[src/blp_pkg.sv]
// blp_pkg: shared types, sizes and result codes for the bucketed list pool
// used by blp_ctrl, blp_dp and bucketed_list_pool; no dependencies
`timescale 1ns / 1ps
`default_nettype none

package blp_pkg;

    localparam int HEADS     = 1024;
    localparam int EXTRA     = 7168;
    localparam int POOL      = HEADS + EXTRA;
    localparam int ADDR_W    = $clog2(POOL);
    localparam int NFREE_W   = $clog2(POOL + 1);
    localparam int HEAD_W    = (HEADS > 1) ? $clog2(HEADS) : 1;

    // item fields
    localparam int BKT_W     = 10;
    localparam int VAL_W     = 32;
    localparam int WGT_W     = 32;
    localparam int POS_W     = 13;
    localparam int STS_W     = 3;

    // input tdata layout, lowest bits first
    localparam int BKT_LSB   = 0;
    localparam int VAL_LSB   = BKT_LSB + BKT_W;
    localparam int WGT_LSB   = VAL_LSB + VAL_W;
    localparam int POS_LSB   = WGT_LSB + WGT_W;
    localparam int S_DATA_W  = ((POS_LSB + POS_W + 7) / 8) * 8;
    localparam int M_DATA_W  = VAL_W + WGT_W;
    localparam int NODE_W    = VAL_W + WGT_W;

    // operation codes
    localparam logic OP_INSERT = 1'b0;
    localparam logic OP_READ   = 1'b1;

    // result codes
    localparam logic [STS_W-1:0] RES_STORED = 3'd0;
    localparam logic [STS_W-1:0] RES_DUP    = 3'd1;
    localparam logic [STS_W-1:0] RES_FULL   = 3'd2;
    localparam logic [STS_W-1:0] RES_HIT    = 3'd3;
    localparam logic [STS_W-1:0] RES_END    = 3'd4;

    typedef enum logic [2:0] {
        S_CLEAR,
        S_IDLE,
        S_HEAD,
        S_NEWEST,
        S_LINK,
        S_WALK,
        S_RESP
    } t_state;

    typedef enum logic [2:0] {
        WR_NONE,
        WR_CLEAR,
        WR_HEAD,
        WR_FRESH,
        WR_HEADLINK
    } t_wr_kind;

    typedef struct packed {
        logic              load_item;
        logic              rd_en;
        logic              rd_from_in;
        t_wr_kind          wr_kind;
        logic              cnt_clr;
        logic              cnt_inc;
        logic              newest_ld;
        logic              res_ld;
        logic [STS_W-1:0]  res_code;
        logic              out_load;
    } t_dp_cmd;

    typedef struct packed {
        logic clr_last;
        logic is_read;
        logic bucket_bad;
        logic head_empty;
        logic val_match;
        logic pos_hit;
        logic link_is_head;
        logic pool_full;
        logic out_free;
    } t_dp_sts;

endpackage

`default_nettype wire

[src/blp_ctrl.sv]
// blp_ctrl: sequencer for head clearing, insert and list walk
// depends on blp_pkg; drives blp_dp through t_dp_cmd and reads t_dp_sts
`timescale 1ns / 1ps
`default_nettype none

module blp_ctrl (
    input  wire logic            i_clk,
    input  wire logic            i_rst_n,
    input  wire logic            i_s_axis_tvalid,
    output logic                 o_s_axis_tready,
    input  wire blp_pkg::t_dp_sts i_sts,
    output blp_pkg::t_dp_cmd     o_cmd
);

    blp_pkg::t_state r_state;
    blp_pkg::t_state n_state;

    always_ff @(posedge i_clk) begin
        if (!i_rst_n) begin
            r_state <= blp_pkg::S_CLEAR;
        end else begin
            r_state <= n_state;
        end
    end

    always_comb begin
        n_state         = r_state;
        o_s_axis_tready = 1'b0;
        o_cmd           = '0;
        o_cmd.wr_kind   = blp_pkg::WR_NONE;
        o_cmd.res_code  = blp_pkg::RES_END;

        case (r_state)
            blp_pkg::S_CLEAR: begin
                o_cmd.wr_kind = blp_pkg::WR_CLEAR;
                if (i_sts.clr_last) begin
                    n_state = blp_pkg::S_IDLE;
                end
            end
            blp_pkg::S_IDLE: begin
                o_s_axis_tready = 1'b1;
                if (i_s_axis_tvalid) begin
                    o_cmd.load_item  = 1'b1;
                    o_cmd.rd_en      = 1'b1;
                    o_cmd.rd_from_in = 1'b1;
                    o_cmd.cnt_clr    = 1'b1;
                    n_state          = blp_pkg::S_HEAD;
                end
            end
            blp_pkg::S_HEAD: begin
                if (i_sts.bucket_bad) begin
                    o_cmd.res_ld   = 1'b1;
                    o_cmd.res_code = i_sts.is_read ? blp_pkg::RES_END : blp_pkg::RES_FULL;
                    n_state        = blp_pkg::S_RESP;
                end else if (i_sts.is_read) begin
                    if (i_sts.head_empty) begin
                        o_cmd.res_ld   = 1'b1;
                        o_cmd.res_code = blp_pkg::RES_END;
                        n_state        = blp_pkg::S_RESP;
                    end else if (i_sts.pos_hit) begin
                        o_cmd.res_ld   = 1'b1;
                        o_cmd.res_code = blp_pkg::RES_HIT;
                        n_state        = blp_pkg::S_RESP;
                    end else if (i_sts.link_is_head) begin
                        o_cmd.res_ld   = 1'b1;
                        o_cmd.res_code = blp_pkg::RES_END;
                        n_state        = blp_pkg::S_RESP;
                    end else begin
                        o_cmd.rd_en   = 1'b1;
                        o_cmd.cnt_inc = 1'b1;
                        n_state       = blp_pkg::S_WALK;
                    end
                end else if (i_sts.head_empty) begin
                    o_cmd.wr_kind  = blp_pkg::WR_HEAD;
                    o_cmd.res_ld   = 1'b1;
                    o_cmd.res_code = blp_pkg::RES_STORED;
                    n_state        = blp_pkg::S_RESP;
                end else if (i_sts.val_match) begin
                    o_cmd.res_ld   = 1'b1;
                    o_cmd.res_code = blp_pkg::RES_DUP;
                    n_state        = blp_pkg::S_RESP;
                end else begin
                    // fetch the newest node behind the head
                    o_cmd.rd_en     = 1'b1;
                    o_cmd.newest_ld = 1'b1;
                    n_state         = blp_pkg::S_NEWEST;
                end
            end
            blp_pkg::S_NEWEST: begin
                if (i_sts.val_match) begin
                    o_cmd.res_ld   = 1'b1;
                    o_cmd.res_code = blp_pkg::RES_DUP;
                    n_state        = blp_pkg::S_RESP;
                end else if (i_sts.pool_full) begin
                    o_cmd.res_ld   = 1'b1;
                    o_cmd.res_code = blp_pkg::RES_FULL;
                    n_state        = blp_pkg::S_RESP;
                end else begin
                    o_cmd.wr_kind = blp_pkg::WR_FRESH;
                    n_state       = blp_pkg::S_LINK;
                end
            end
            blp_pkg::S_LINK: begin
                o_cmd.wr_kind  = blp_pkg::WR_HEADLINK;
                o_cmd.res_ld   = 1'b1;
                o_cmd.res_code = blp_pkg::RES_STORED;
                n_state        = blp_pkg::S_RESP;
            end
            blp_pkg::S_WALK: begin
                if (i_sts.pos_hit) begin
                    o_cmd.res_ld   = 1'b1;
                    o_cmd.res_code = blp_pkg::RES_HIT;
                    n_state        = blp_pkg::S_RESP;
                end else if (i_sts.link_is_head) begin
                    o_cmd.res_ld   = 1'b1;
                    o_cmd.res_code = blp_pkg::RES_END;
                    n_state        = blp_pkg::S_RESP;
                end else begin
                    o_cmd.rd_en   = 1'b1;
                    o_cmd.cnt_inc = 1'b1;
                end
            end
            blp_pkg::S_RESP: begin
                if (i_sts.out_free) begin
                    o_cmd.out_load = 1'b1;
                    n_state        = blp_pkg::S_IDLE;
                end
            end
            default: begin
                n_state = blp_pkg::S_IDLE;
            end
        endcase
    end

endmodule

`default_nettype wire

[config.mk]
export PLATFORM = sky130hd
export DESIGN_NAME = blp_ctrl
export DESIGN_NICKNAME = d
export VERILOG_FILES = /design/src/blp_pkg.sv /design/src/blp_ctrl.sv
export SDC_FILE = /design/constraint.sdc
export NUM_CORES = 1
export LEC_CHECK = 0
export BUFFER_PORTS_ARGS = -buffer_cell sky130_fd_sc_hd__buf_2
export CAP_MARGIN = 20
export CORE_AREA = 3 3 40 42
export CTS_BUF_LIST = sky130_fd_sc_hd__clkbuf_8 sky130_fd_sc_hd__clkbuf_16
export DETAILED_ROUTE_END_ITERATION = 12
export DIE_AREA = 0 0 43 45
export PLACE_DENSITY = 0.69
export SYNTH_ARGS = -nofsm -noshare
export SYNTH_HDL_FRONTEND = slang
export SYNTH_SLANG_ARGS = --single-unit
[constraint.sdc]
create_clock -name i_clk -period 1.6 [get_ports i_clk]
set_clock_uncertainty 0.15 [all_clocks]
set_input_delay 0.32 -clock i_clk [delete_from_list [all_inputs] [get_ports i_clk]]
set_output_delay 0.32 -clock i_clk [all_outputs]
set_load 0.02 [all_outputs]
==> impl_metrics.toml, run 1 <==
[status]
status = "complete, but fails checks"
violations = "negative setup slack"

[worst_hold_path]
min_path_cells = 3
hold_class = "in -> reg"
min_to = "r_state[1]"
min_from = "i_rst_n"

[route]
routedWlPerCell_um = 22.6
firstDrtPassIters = 4
antenna_left = 0
drt_iter0_drc = 62
vias = 975
drc = 0
viasPerCell = 6.50
postRouteWirelength_um = 3390

[setup_path]
crit_type = "reg -> out"
r2r.worst_path.cells = 8
reg2reg_to = "r_state[0]"
worstPathMaxFanout = 4
r2r_slack_ps = -70
crit_path_end_kind = "output pin"
critical_path_required_ps = 1130
start_kind = "flip-flop"
r2r_start = "r_state[1]"
critical_path_arrival_ps = 1560

[synthesis]
synth_area_per_cell_sq_um = 6.27
synth_cell_type_count = 32
synthCells = 78
async_reset_ff_share_pct = 0
netlist_area_sq_um = 489
syn_nets = 90
ys.flop_type = "dfxtp_1"
synth_edf_count = 0
synth_seq_area_share_pct = 12.3
yosysWarnings = 0
ys_ff_latch = 3

[floorplanning]
fp-row-count = 13
initial_utilization_pct = 38.1
dieHeight_um = 45
num_io_pins = 27
core_sq_um = 1280
die_x_um = 43
die_area_sq_um = 1940

[timing]
hold_viol = 0
max_slew_margin_pct = 74.6
fin_crit_sh_pct = 127
min_period_ps = 2030
setup_slack_ps = -427
max_freq_mhz = 493
tns_ps = -3310
tightest_slew_ps = 381
drv_slew = 0
holdWs_ps = 261
finalSetupViolCount = 16
rsz0062_at_grt = "yes"

[run]
cap_viol_max_count = 0

[grt]
grt_pass1_wl_um = 3550
grt_util_met3_pct = 1.59
met1_usage_pct = 27.3
grtUsageMet2_pct = 46.4
grt_usage_pct = 24.3
grt_pass1_vias = 819
antenna_found_initial = 0
globalRoute.busiestLayer = "met2"
overflow = 0
grt_start_max_net_pins = 10

[final_layout]
reg.largest.list = "r_state (3)"
area_growth_pct = 154
nets = 148
final_common_cell = "buf_4"
antennaDiodeCount = 0
num-fill-cells = 24
regMostFlops = "r_state"
drive_gt1_share_pct = 75.6
largest_reg_flops = 3
most-common-layout-cells = "33 x buf_4, 17 x buf_6, 11 x buf_2"

[cts]
clock_sinks = 3
cts_tree = "done"
htree_levels = 1
numCtsBuffers = 3
clkTransAtPathRegs_ps = 30
clkLatencyLatePin_ps = 220
clockBufferDepth = 2
cts_root_buf = "clkbuf_8"

[power_and_ir_drop]
ir_drop_uv = 702
power_density_nw_per_um2 = 566
cellLeakagePower_nw = 0.546

[placed_design]
hpwl_um = 1430
routabilityCongestion = 0.887
io_buffers = 26
-- layout make-up --
type / instances / area, sq um / share of cell area [%]
clock buffers: 3 / 41.3 / 3.33
clock inverters: 1 / 3.75 / 0.302
inverters: 6 / 22.5 / 1.81
multi-input cells: 61 / 592 / 47.7
flip-flops and latches: 3 / 68.8 / 5.54
well taps: 15 / 18.8 / 1.51
repair buffers: 61 / 494 / 39.8
-- worst max path at each step --
stage,start,endpoint,slack [ps],cells past startpoint
after floorplan,r_state[2],o_cmd[6],-60,4
after global placement,i_sts[6],o_cmd[9],-150,4
after detailed placement,i_sts[4],o_cmd[8],-180,5
after CTS,r_state[2],o_cmd[6],-290,5
after global routing,r_state[0],o_cmd[6],-470,5
final,r_state[0],o_cmd[6],-430,5
-- critical path, cell delays in order, from the launching register on --
cell     delay, ps
dfxtp_4        340
or3b_4         410
inv_2           80
a32oi_2        110
nor3_2         210
buf_4          180
-- metrics by stage --
step	power, mW	cells	instance area, sq um	worst slack [ps]	utilization [%]
2_1_floorplan	0.265	78	589	-63.4	-
3_3_place_gp	0.352	136	868	-148	67.6
3_5_place_dp	0.358	136	868	-180	67.6
4_1_cts	0.633	144	1090	-286	84.6
5_1_grt	0.728	150	1240	-470	96.6
6_report	0.703	150	1240	-427	96.6
-- cells in the mapped netlist (2+ instances only) --
cell type / n / area (sq um)
a21boi_0: 2 / 15.0
a21oi_1: 7 / 35.0
a31oi_1: 3 / 18.8
buf_2: 5 / 25.0
buf_4: 2 / 15.0
dfxtp_1: 3 / 60.1
inv_1: 6 / 22.5
nand2_1: 8 / 30.0
nand2b_1: 3 / 18.8
nor2_1: 6 / 22.5
nor2b_1: 3 / 18.8
nor3_1: 2 / 10.0
o21ai_0: 6 / 30.0
o22ai_1: 3 / 18.8
o32ai_1: 2 / 17.5
-- repair_timing --
item | in CTS | in global routing
cloned | 0 | 0
hold buffers | 0 | 0
gates resized for setup | 44 | 25
pin swaps | 6 | 10
hold endpoints to repair | 0 | 0
endpoints found under the setup margin | 15 | 15
buffers inserted | 4 | 8
-- kinds of logic (layout without fill, tap and decap cells) --
kind of cell | Yosys count | in the layout | share of synthesized area [%]
AO/OA/AOI/OAI | 29 | 29 | 36.8
buffers and inverters | 14 | 71 | 15.1
flip-flops | 3 | 3 | 12.3
multiplexers | 1 | 1 | 2.05
AND/OR/NAND/NOR | 31 | 31 | 33.8
-- report_power, final --
group | switching, mW | internal, mW | total, mW
clock | 0.0541 | 0.164 | 0.218
combinational | 0.218 | 0.177 | 0.395
sequential | 0.00762 | 0.0820 | 0.0896
total | 0.280 | 0.423 | 0.703
-- per-layer routing --
metal	vias up	share of wire, %
li1	397	-
met1	445	35
met2	105	50
met3	28	9.0
met4	0	6.3
met5	-	0
Power figures use the tool's default switching activity.
==> inputs of run 2 (changes only) <==
- SETUP_SLACK_MARGIN: unset -> 0.3
==> run 2 against run 1 <==
The flow still finishes with violations (negative setup slack). Highest routed layer unchanged. Global-route usage increased by 0.52 points. Critical path type unchanged. Combinational power decreased by 8.4%. Fmax increased by 6.2%. Routed wire length decreased by 27%. First-iteration DRC count decreased by 76%. Clock power decreased by 7%. Core utilization decreased by 6.2 points.
==> impl_metrics.toml, run 2 (synthesis gave the netlist of run 1 again) <==
[status]
status = "complete, but fails checks"
violations = "negative setup slack"

[cts]
clockBufferDepth = 2
cts_tree = "done"
htree_levels = 1
cts_root_buf = "clkbuf_8"
clkTransAtPathRegs_ps = 30
clock_sinks = 3
numCtsBuffers = 3
clkLatencyLatePin_ps = 210

[final_layout]
regMostFlops = "r_state"
nets = 145
drive_gt1_share_pct = 76.5
largest_reg_flops = 3
area_growth_pct = 137
finalInstanceArea_sq_um = 1160
final_cells = 147
final_common_cell = "buf_4"
antennaDiodeCount = 0
most-common-layout-cells = "34 x buf_4, 16 x buf_2, 8 x buf_6"
reg.largest.list = "r_state (3)"
fin_util_pct = 90.4

[route]
drt_iter0_drc = 15
vias = 815
firstDrtPassIters = 4
viasPerCell = 5.54
drc = 0
postRouteWirelength_um = 2460
routedWlPerCell_um = 16.8
antenna_left = 0

[placed_design]
place_inst = 140
dpl_cell_area_sq_um = 958
hpwl_um = 1600
routabilityCongestion = 0.769
pre_cts_ws_ps = -210
io_buffers = 26

[grt]
grt_start_max_net_pins = 11
overflow = 0
grt_usage_pct = 24.9
grt_pass1_wl_um = 3740
grt_pass1_vias = 814
antenna_found_initial = 0

[setup_path]
crit_path_end_kind = "output pin"
r2r_slack_ps = 30
critical_path_required_ps = 1130
critical_path_arrival_ps = 1440
r2r_start = "r_state[0]"
start_kind = "flip-flop"
crit_chain = "or3b_4 -> inv_2 -> a32oi_1 -> nor3_2 -> buf_4"
cp_slowest_stage_delay_ps = 410
r2r.worst_path.cells = 6
worstPathMaxFanout = 6
crit_buf_inv = 2
path_delay_family = "simple AND/OR/NAND/NOR gates"
reg2reg_to = "r_state[0]"
crit_type = "reg -> out"
crit_slowest_cell = "or3b_4"

[floorplanning]
num_io_pins = 27
core_sq_um = 1280
initial_utilization_pct = 38.1
fp-row-count = 13
die_area_sq_um = 1940
die_x_um = 43
dieHeight_um = 45

[timing]
max_freq_mhz = 524
max_slew_margin_pct = 80.5
setup_slack_ps = -308
finalSetupViolCount = 14
tns_ps = -3010
rsz0062_at_grt = "yes"
tightest_slew_ps = 293
hold_viol = 0
drv_slew = 0
fin_crit_sh_pct = 119
min_period_ps = 1910
holdWs_ps = 261

[worst_hold_path]
hold_class = "in -> reg"
min_path_cells = 2
min_to = "r_state[2]"
min_from = "i_rst_n"

[power_and_ir_drop]
cellLeakagePower_nw = 0.522
totalPowerFinal_uw = 658
ir_drop_uv = 570
power_density_nw_per_um2 = 567

[run]
cap_viol_max_count = 0
## run 2: cell count changes in the layout (fill, tap and decap cells not counted), sizes merged
cell and delta:
buf -3
## run 2: repair_timing
action | in CTS | in global routing
hold buffers | 0 | 0
pin swaps | 2 | 3
cloned | 0 | 0
buffers inserted | 2 | 1
gates resized for setup | 26 | 7
setup endpoints to repair | 17 | 17
## run 2: cell type report
type | instances | area [sq um]
clock inverters | 1 | 3.75
multi-input cells | 61 | 583
well taps | 15 | 18.8
repair buffers | 58 | 425
inverters | 6 | 22.5
clock buffers | 3 | 41.3
fillers | 56 | 124
flip-flops and latches | 3 | 66.3
## run 2: worst max path at each step
stage	cells past startpoint	startpoint	end
floorplan	4	r_state[1]	o_cmd[6]
global placement	4	i_sts[6]	o_cmd[9]
detailed placement	6	i_sts[7]	o_cmd[4]
CTS	5	r_state[0]	o_cmd[6]
global route	5	r_state[0]	o_cmd[6]
finish	5	r_state[0]	o_cmd[6]
## run 2: power by group
group / leakage [nW] / total (mW) / internal (mW) / switching (mW)
Sequential: 0.0260 / 0.0943 / 0.0819 / 0.0124
Combinational: 0.469 / 0.362 / 0.169 / 0.193
Clock: 0.0269 / 0.202 / 0.162 / 0.0396
Total: 0.522 / 0.658 / 0.413 / 0.245
## run 2: per-layer routing
layer	global-route usage [%]	routed length (um)	up-vias	share of wire, %
li1	-	-	388	-
met1	30.5	923	395	37
met2	47.6	1400	26	57
met3	1.99	82	6	3.3
met4	4.82	60	0	2.4
met5	0	0	-	0
==> inputs of run 3 (changes only) <==
- CELL_PAD_IN_SITES_DETAIL_PLACEMENT: unset -> 0
- CELL_PAD_IN_SITES_GLOBAL_PLACEMENT: unset -> 1
- CORE_AREA: 3 3 40 42 -> unset
- CORE_ASPECT_RATIO: unset -> 0.75
- CORE_MARGIN: unset -> 3
- CORE_UTILIZATION: unset -> 27
- DIE_AREA: 0 0 43 45 -> unset
- PLACE_DENSITY: 0.69 -> 0.76
==> run 3 against run 2 <==
The flow still finishes with violations (negative setup slack). Core utilization shrank 6.6 points. Die area grew 22%. Non-clock buffer count grew 9. Via count grew 0.49%. Combinational power grew 11%. Critical endpoint unchanged. Largest power group unchanged. Highest routed layer unchanged.
==> impl_metrics.toml, run 3 (synthesis gave the netlist of run 1 again) <==
[timing]
setup_slack_ps = -309
max_slew_margin_pct = 78.5
min_period_ps = 1910
holdWs_ps = 251
rsz0062_at_grt = "yes"
tightest_slew_ps = 322
tns_ps = -3200
finalSetupViolCount = 16
fin_crit_sh_pct = 119
max_freq_mhz = 524
hold_viol = 0
drv_slew = 0

[run]
cap_viol_max_count = 0

[grt]
grt_pass1_wl_um = 3590
globalRoute.busiestLayer = "met2"
grt_start_max_net_pins = 9
grt_pass1_vias = 766
grt_util_met3_pct = 2.46
grtUsageMet2_pct = 32.8
antenna_found_initial = 0
overflow = 0
met1_usage_pct = 29.7
grt_usage_pct = 21.3

[cts]
cts_tree = "done"
clkTransAtPathRegs_ps = 30
clock_sinks = 3
cts_root_buf = "clkbuf_8"
clkLatencyLatePin_ps = 210
htree_levels = 1
clockBufferDepth = 2
numCtsBuffers = 3

[power_and_ir_drop]
totalPowerFinal_uw = 704
cellLeakagePower_nw = 0.595
power_density_nw_per_um2 = 528
ir_drop_uv = 564

[route]
drc = 0
vias = 819
postRouteWirelength_um = 2450
drt_iter0_drc = 16
viasPerCell = 5.06
antenna_left = 0
routedWlPerCell_um = 15.1
firstDrtPassIters = 4

[status]
violations = "negative setup slack"
status = "complete, but fails checks"

[placed_design]
dpl_cell_area_sq_um = 993
place_inst = 148
io_buffers = 26
pre_cts_ws_ps = -174
hpwl_um = 1670
routabilityCongestion = 0.795

[final_layout]
largest_reg_flops = 3
most-common-layout-cells = "31 x buf_4, 23 x buf_6, 11 x buf_2"
nets = 154
num-fill-cells = 94
fin_util_pct = 83.7
reg.largest.list = "r_state (3)"
final_cells = 162
regMostFlops = "r_state"
final_common_cell = "buf_4"
finalInstanceArea_sq_um = 1330
area_growth_pct = 172
antennaDiodeCount = 0
drive_gt1_share_pct = 78.0

[floorplanning]
initial_utilization_pct = 30.7
die_area_sq_um = 2360
core_sq_um = 1590
dieHeight_um = 42.9
die_x_um = 55.2
num_io_pins = 27
fp-row-count = 12

[setup_path]
r2r_slack_ps = -10
worstPathMaxFanout = 5
critical_path_required_ps = 1130
crit_path_end_kind = "output pin"
critical_path_arrival_ps = 1440
crit_type = "reg -> out"
start_kind = "flip-flop"

[worst_hold_path]
hold_class = "in -> reg"
run 3: per-layer routing:
metal | wire (um) | up-vias
met4 | 21 | 0
met5 | 0 | -
li1 | - | 406
met1 | 1060 | 386
met2 | 1250 | 25
met3 | 120 | 2
run 3: what timing repair did:
item	in CTS	in global routing
setup buffers	7	3
endpoints found under the setup margin	18	18
gates resized for setup	41	16
cloned	0	0
pin swaps	4	3
hold buffers	0	0
run 3: final timing paths:
path | start | to | cells after the start
max | r_state[0] | o_cmd[6] | 5
min | i_rst_n | r_state[1] | 3
max reg2reg | r_state[0] | r_state[0] | 6
min reg2reg | r_state[2] | r_state[1] | 4
run 3: worst max-delay path, cell delays in order, from the launching register on:
cell and delay (ps):
dfxtp_2 340, or3b_4 410, inv_2 70, a32oi_1 120, nor3_2 120, buf_4 160
run 3: final cells by class:
cell class              instances  area, sq um  area share [%]
well taps                      21         26.3            1.97
clock inverters                 1         3.75           0.282
flip-flops and latches          3         66.3            4.98
repair buffers                 67          587            44.0
multi-input cells              61          586            43.9
inverters                       6         22.5            1.69
clock buffers                   3         41.3            3.10
run 3: power breakdown:
group | internal, mW | switching (mW) | leakage [nW]
registers | 0.0818 | 0.00954 | 0.0260
logic | 0.204 | 0.199 | 0.542
clock network | 0.163 | 0.0463 | 0.0269
total | 0.449 | 0.255 | 0.595
